$ cat src/rtl/bms_pkg.sv
`default_nettype none

package bms_pkg;

    localparam int SAMPLE_W        = 16;
    localparam int CFG_W           = 6;
    localparam int MAX_SAMPLES_DEF = 32;

    localparam logic [CFG_W-1:0] BATCH_COUNT_RST = CFG_W'(5);

    // broadcast from the control to every cell of the chain
    typedef struct packed {
        logic                       load;
        logic signed [SAMPLE_W-1:0] sample;
    } bms_ins_t;

endpackage

`default_nettype wire

$ cat src/rtl/batch_median_select_top.sv
`default_nettype none

// result path: a sample that completes a batch is inserted into the chain and flagged in
//   pending_reg; the median is then read from the chain into median_reg with done high
// throughput: one sample per cycle with busy held low; the insertion chain places
//   each sample as it is accepted and the median is picked in the following cycle
// reset: batch_count back to 5, fill count cleared, no result pending; cell contents
//   are not reset and never read before written; the receiver cannot stall

module batch_median_select_top
    import bms_pkg::*;
#(
    parameter int MAX_SAMPLES = MAX_SAMPLES_DEF
)
(
    input  wire                        clk,
    input  wire                        rst_n,
    // sample channel
    input  wire                        start,
    output logic                       busy,
    input  wire signed [SAMPLE_W-1:0]  sample,
    // result channel
    output logic                       done,
    output logic signed [SAMPLE_W-1:0] median,
    // configuration write channel
    input  wire                        cfg_valid,
    output logic                       cfg_ready,
    input  wire        [CFG_W-1:0]     batch_count
);

    // fill count holds 0..MAX_SAMPLES-1 and its increment reaches MAX_SAMPLES, index selects one cell
    localparam int FW = $clog2(MAX_SAMPLES + 1);
    localparam int IW = $clog2(MAX_SAMPLES);
    localparam int CW = (FW > CFG_W) ? FW : CFG_W;

    logic [CFG_W-1:0] batch_count_reg;
    logic [FW-1:0]    fill_reg;
    logic [FW-1:0]    fill_next;
    logic [FW-1:0]    fill_inc;
    logic [CW-1:0]    eff_count;
    logic             batch_end;
    logic             pending_reg;
    logic [IW-1:0]    mid_reg;
    logic             done_reg;
    logic signed [SAMPLE_W-1:0] median_reg;

    bms_ins_t ins;

    logic                       cell_gt    [MAX_SAMPLES];
    logic signed [SAMPLE_W-1:0] cell_value [MAX_SAMPLES];

    // never stalls the sender, config always taken
    assign busy      = 1'b0;
    assign cfg_ready = 1'b1;

    assign ins.load   = start && !busy;
    assign ins.sample = sample;

    // a zero count acts as one, counts above the chain length saturate
    always_comb
    begin
        if (batch_count_reg == '0)
        begin
            eff_count = CW'(1);
        end
        else if (CW'(batch_count_reg) > CW'(MAX_SAMPLES))
        begin
            eff_count = CW'(MAX_SAMPLES);
        end
        else
        begin
            eff_count = CW'(batch_count_reg);
        end
    end

    assign fill_inc  = fill_reg + FW'(1);
    assign batch_end = ins.load && (CW'(fill_inc) >= eff_count);

    always_comb
    begin
        fill_next = fill_reg;
        if (ins.load)
        begin
            fill_next = batch_end ? '0 : fill_inc;
        end
    end

    // insertion chain: cell 0 at the low end, each cell looks at its lower neighbour
    genvar gi;
    generate
        for (gi = 0; gi < MAX_SAMPLES; gi++)
        begin : g_cell
            if (gi == 0)
            begin : g_first
                bms_cell u_cell
                (
                    .clk        (clk),
                    .ins        (ins),
                    .occupied   (fill_reg > FW'(gi)),
                    .prev_gt    (1'b0),
                    .prev_value (sample),
                    .gt         (cell_gt[gi]),
                    .value      (cell_value[gi])
                );
            end
            else
            begin : g_rest
                bms_cell u_cell
                (
                    .clk        (clk),
                    .ins        (ins),
                    .occupied   (fill_reg > FW'(gi)),
                    .prev_gt    (cell_gt[gi-1]),
                    .prev_value (cell_value[gi-1]),
                    .gt         (cell_gt[gi]),
                    .value      (cell_value[gi])
                );
            end
        end
    endgenerate

    always_ff @(posedge clk or negedge rst_n)
    begin
        if (!rst_n)
        begin
            batch_count_reg <= BATCH_COUNT_RST;
            fill_reg        <= '0;
            pending_reg     <= 1'b0;
            done_reg        <= 1'b0;
        end
        else
        begin
            if (cfg_valid && cfg_ready)
            begin
                batch_count_reg <= batch_count;
            end
            fill_reg    <= fill_next;
            pending_reg <= batch_end;
            done_reg    <= pending_reg;
        end
    end

    // median index is the upper middle of the completed batch
    always_ff @(posedge clk)
    begin
        if (batch_end)
        begin
            mid_reg <= IW'(fill_inc >> 1);
        end
        if (pending_reg)
        begin
            // reads the chain before any transfer in this cycle updates it
            median_reg <= cell_value[mid_reg];
        end
    end

    assign done   = done_reg;
    assign median = median_reg;

endmodule

`default_nettype wire

$ cat src/rtl/bms_cell.sv
`default_nettype none

module bms_cell
    import bms_pkg::*;
(
    input  wire                        clk,
    input  bms_ins_t                   ins,
    input  wire                        occupied,
    input  wire                        prev_gt,
    input  wire signed [SAMPLE_W-1:0]  prev_value,
    output logic                       gt,
    output logic signed [SAMPLE_W-1:0] value
);

    logic signed [SAMPLE_W-1:0] value_reg;
    logic signed [SAMPLE_W-1:0] value_next;

    // held sample is larger than the new one: this cell moves up
    assign gt    = occupied && (value_reg > ins.sample);
    assign value = value_reg;

    always_comb
    begin
        value_next = value_reg;
        if (ins.load && (!occupied || gt))
        begin
            value_next = prev_gt ? prev_value : ins.sample;
        end
    end

    always_ff @(posedge clk)
    begin
        value_reg <= value_next;
    end

endmodule

`default_nettype wire
$ cat config.mk
export PLATFORM = sky130hd
export DESIGN_NAME = batch_median_select_top
export DESIGN_NICKNAME = d
export VERILOG_FILES = /design/src/rtl/bms_pkg.sv /design/src/rtl/batch_median_select_top.sv /design/src/rtl/bms_cell.sv
export SDC_FILE = /design/constraint.sdc
export NUM_CORES = 2
export LEC_CHECK = 0
export ABC_CLOCK_PERIOD_IN_PS = 4200
export BUFFER_PORTS_ARGS = -buffer_cell sky130_fd_sc_hd__buf_2
export CELL_PAD_IN_SITES_DETAIL_PLACEMENT = 0
export CELL_PAD_IN_SITES_GLOBAL_PLACEMENT = 1
export CORE_AREA = 2 2 281 283
export DETAILED_ROUTE_END_ITERATION = 10
export DIE_AREA = 0 0 283 285
export PLACE_DENSITY_LB_ADDON = 0.05
export SKIP_LAST_GASP = 1
export SYNTH_ARGS = -nofsm -noshare
export SYNTH_HDL_FRONTEND = slang
export SYNTH_SLANG_ARGS = --single-unit
$ cat constraint.sdc
create_clock -name clk -period 4.2 [get_ports clk]
set_input_delay 0.84 -clock clk [delete_from_list [all_inputs] [get_ports clk]]
set_output_delay 0.84 -clock clk [all_outputs]
set_load 0.02 [all_outputs]
**Word-level counts from Yosys, hierarchy flattened**

Index checks and enable logic that the tools add are counted.

- Register bits: 547
- Output and inout port bits: 19
- Word-level logic and storage cells: 274

- $add $sub $neg: 1
- Magnitude comparators: 67
- Multiplexer cells: 37
- Bitwise operators: 1
- Reduce and logical (&&, ||, !) cells: 130

Operators by type and width:

| cell | count |
|---|---|
| $mux 16 | 33 |
| $gt 16x16->1 | 32 |
| $gt 6x5->1 const B | 16 |
| $bmux 16 s5 | 1 |
| $logic_and 1x1->1 | 65 |
| $gt 6x4->1 const B | 8 |
| $logic_not 1->1 | 32 |
| $logic_or 1x1->1 | 32 |
| $gt 6x3->1 const B | 4 |
| $mux 6 | 3 |
| $gt 6x1->1 const B | 2 |
| $gt 6x2->1 const B | 2 |
| $add 6x1->6 const B | 1 |
| $ge 6x6->1 | 1 |
| $ge 6x6->1 const B | 1 |
| $gt 6x6->1 const B | 1 |
| $logic_not 6->1 | 1 |
| $not 5->6 | 1 |

**Logic depth before layout (Yosys ltp)**

- Depth in word-level cells: 6
- Gate-level depth with buffers: 12
- Gate-level depth less buffers: 11

**Hierarchy**

Synthesis repeated with hierarchy kept, for this count alone.

- Cells, all modules: 4410
- Area total of the unflattened synthesis: 41577.4 sq um

Modules (own cells, without submodules):

| module | instances | cells an instance | area an instance (sq um) | sequential area each (sq um) |
|---|---|---|---|---|
| bms_cell | 32 | 115 | 1099.8 | 480.5 |
| batch_median_select_top | 1 | 730 | 6383.6 | 983.4 |

**Worst setup path after synthesis**

Ideal clock, no wire load.

- Path type: input -> register
- Start point: input port sample[15]
- End point: register g_cell[1].g_rest.u_cell.value_reg[0], enable pin
- Arrival: 4326 ps
- Required time: 3786 ps
- Path slack: -539 ps
- Cell stages on the path: 9
- Cell sequence: clkbuf_1 inv_1 ha_1 nand4_1 or4_1 a21oi_1 nor4_1 mux2_2 a21boi_0

- Cells in the longest elaborated chain, start to end: 4

Ends and longest elaborated chain:

| element | RTL line | RTL |
|---|---|---|
| start: declaration | batch_median_select_top.sv:21 | `input wire signed [SAMPLE_W-1:0] sample,` |
| $gt 16x16->1 | bms_cell.sv:19 | `assign gt = occupied && (value_reg > ins.sample);` |
| $logic_and 1x1->1 | bms_cell.sv:19 |  |
| $logic_or 1x1->1 | bms_cell.sv:25 | `if (ins.load && (!occupied \|\| gt))` |
| $logic_and 1x1->1 | bms_cell.sv:25 |  |
| end signal: assignment | bms_cell.sv:33 | `value_reg <= value_next;` |
| end: declaration | bms_cell.sv:15 | `logic signed [SAMPLE_W-1:0] value_reg;` |

No other way between the ends.
A chain may end at the register's enable or synchronous reset.

**Final worst setup path**

- Start point: input port sample[9]
- End point: register g_cell[16].g_rest.u_cell.value_reg[13] (data pin)

- Cells in the longest elaborated chain, start to end: 3

Ends and longest elaborated chain:

| element | RTL line | RTL |
|---|---|---|
| $gt 16x16->1 | bms_cell.sv:19 |  |
| $logic_and 1x1->1 | bms_cell.sv:19 |  |
| $mux 16 | bms_cell.sv:27 | `value_next = prev_gt ? prev_value : ins.sample;` |
| end signal: assignment | bms_cell.sv:33 |  |
| end: declaration | bms_cell.sv:15 |  |

No other way between the ends.

==> impl_metrics.toml <==
[clock_network]
clk_pin_slew_ns = 0.06
cts_tree = "done"
clock_path_buffers = 3
post-cts-setup-buffers = 0
cts_buffers = 69
clk_latency_ns = 0.62
hold_buffers = 0
cts_sinks = 547
htree_levels = 3
cts_resized = 0
root_buffer = "clkbuf_16"

[drt]
vias_per_cell = 6.76
wl_met2_um = 66100
dr.pass1.iters = 8
wl_um = 139000
vias = 28200
ant_nets = 0
drt_iter0_drc = 2317
wl_met1_um = 54300
dr_wl_met3_um = 8990
route.detailed.drc = 0
wl_per_cell_um = 33.4
top_layer_used = "met5"

[setup_path]
cp-start-kind = "input pin"
critical_path_class = "input pin to register"
reg2reg_slack_ns = 0.98
critical_path_required_ns = 4.55
crit_path_start = "sample[9]"
arrival_ns = 3.71
critPathMaxFanout = 17
end_kind = "register"
rr_endpoint = "g_cell[13].g_rest.u_cell.value[5]"
ff2ff_path_depth = 9
endpoint = "g_cell[16].g_rest.u_cell.value[13]"
r2r_start = "g_cell[12].g_rest.u_cell.value[7]"

[sta]
fin_skew_ns = 0.0217
min_period_ns = 3.36
relSlewSlack = 0.325
setup_slack_ns = 0.841
fmax_mhz = 298
tns_ns = 0
maxSlewViolCount = 0
worst_slew_pin_slew_ns = 1.01
report.final.hold_viol_count = 0
rsz0062_at_grt = "no"
period_share = 0.800
setup_viol = 0

[synthesis]
syn_nets = 3508
synth_seq_cells = 547
synth-edff-count = 533
syn_avg_cell_area_um2 = 13.2
synth-warning-count = 0
synthCells = 2960
ys_seq_area_frac = 0.417
ys_async_sr_fraction = 0.0256
syn_area_um2 = 39200
ys_types = 74
yosys_most_used_dff = "edfxtp_1"

[run_status]
status = "complete, no violations"

[pwr]
max-vdd-ir-drop_mv = 0.456
p_per_area_nw_per_um2 = 547
leakagePower_nw = 16.9

[die]
start_util = 0.503
fp.dieW_um = 283
rows = 103
die_y_um = 285
core_area_um2 = 78000
ios = 45
die-area_um2 = 80700

[job]
drv_cap = 0

[cells_and_area]
area_growth_pct = 11.6
antenna_cells = 0
fin_cells = 4168
largest_reg_flops = 496
fin_nets = 3612
drive_gt1_frac = 0.318

[placed_design]
pre_cts_ws_ns = 0.211
place.gp.congestion = 0.942
dp_hpwl_um = 101000
port_buffers = 42
placedCellCount = 4043

[global_routing]
grt-ovfl-total = 0
grt_max_degree = 65
grt_pass1_wl_um = 201000
grt_pass1_vias = 28500
track_usage = 0.344
antenna_found_initial = 4

[hold_path]
hold_class = "input pin to asynchronous set/reset pin"
[how the worst min path moves through the flow]
stage	to	slack, ns
after CTS	fill_reg[1]	0.14
after global placement	batch_count_reg[1]	0.52
final	fill_reg[1]	0.15
after floorplan	batch_count_reg[1]	0.50
after global routing	fill_reg[1]	0.16
after detailed placement	batch_count_reg[1]	0.53
[critical path: stages]
cell	delay [ns]
buf_2	0.11
inv_2	0.07
buf_12	0.23
buf_4	0.22
ha_1	0.25
a21o_1	0.18
a21oi_1	0.16
o21ai_0	0.09
nor3_1	0.24
mux2i_1	0.37
nand2_1	0.48
mux2_2	0.45
[synthesized netlist by cell type (all sizes together), types with 31 or more instances]
cell    instances  area (um2)
edfxtp        533       16000
ha            522        6530
mux2          502        5690
a21oi         210        1060
mux4          160        3600
nand2          98         368
nand4          94         588
clkbuf         84         315
inv            69         259
buf            65         335
nor2           64         240
nand3          56         280
a21o           51         383
o21ai          43         215
nor2b          41         257
o22ai          36         225
o211ai         32         245
nor4           31         267
[power by group]
group          internal, W  leakage (nW)  total (W)  switching [W]
clock              0.00347          1.09    0.00596        0.00249
combinational      0.00409          10.5    0.00915        0.00506
sequential         0.00756          5.35    0.00882        0.00126
total               0.0151          16.9     0.0239        0.00881
[metrics by stage]
step                      hold slack [ns]  power, W  utilization  instance area [um2]
final                               0.152    0.0239        0.561                43700
after global routing                0.158    0.0249        0.561                43700
after CTS                           0.138    0.0239        0.561                43700
after detailed placement            0.529    0.0179        0.533                41500
after global placement              0.525    0.0177        0.533                41500
after floorplan                     0.504    0.0143            -                39200
[layout by cell type (no fill, tap or decap), types with 14 or more instances in the layout]
master     netlist  routed
and4_1          21      21
a211oi_1        18      18
nand3_1         56      56
edfxtp_1       533     533
or3_1           15      15
buf_2           36      42
nand2_1         98      98
ha_1           522     522
clkinv_2         0      14
a21o_1          51      51
buf_4            4     108
mux4_2         160     160
inv_2            0      15
nor2_1          64      64
o22ai_1         36      36
a21oi_1        208     208
nor2b_1         41      41
nor4_1          25      25
o21ai_0         43      43
nand4_1         94      94
inv_1           69      54
mux2_2         492     492
o21a_1          29      29
o211ai_1        31      31
buf_12           1      32
clkbuf_16        0      72
nor3_1          17      17
[cells by family (layout without fill, tap and decap cells)]
kind of cell    after synthesis  after routing  synth area share
simple gates                495            495            0.0714
xor+xnor                     17             17           0.00380
flops                       547            547             0.417
compound gates              487            487            0.0780
other cells                   2              2          0.000192
mux                         671            671             0.239
fa+ha+maj                   522            522             0.167
buf+inv                     219            377            0.0233
[layout make-up]
type,count,area [um2]
fillers,6366,34200
well taps,1050,1310
multi-input cells,2194,21900
flip-flops and latches,547,16400
repair buffers,182,1660
clock buffers,90,1920
inverters,70,263
clock inverters,35,293
[routing by layer]
layer	GRT usage	vias to the layer above
li1	-	12200
met1	0.430	14400
met2	0.567	1224
met3	0.0506	359
met4	0.210	2
met5	0	-
Power figures use the tool's default switching activity.
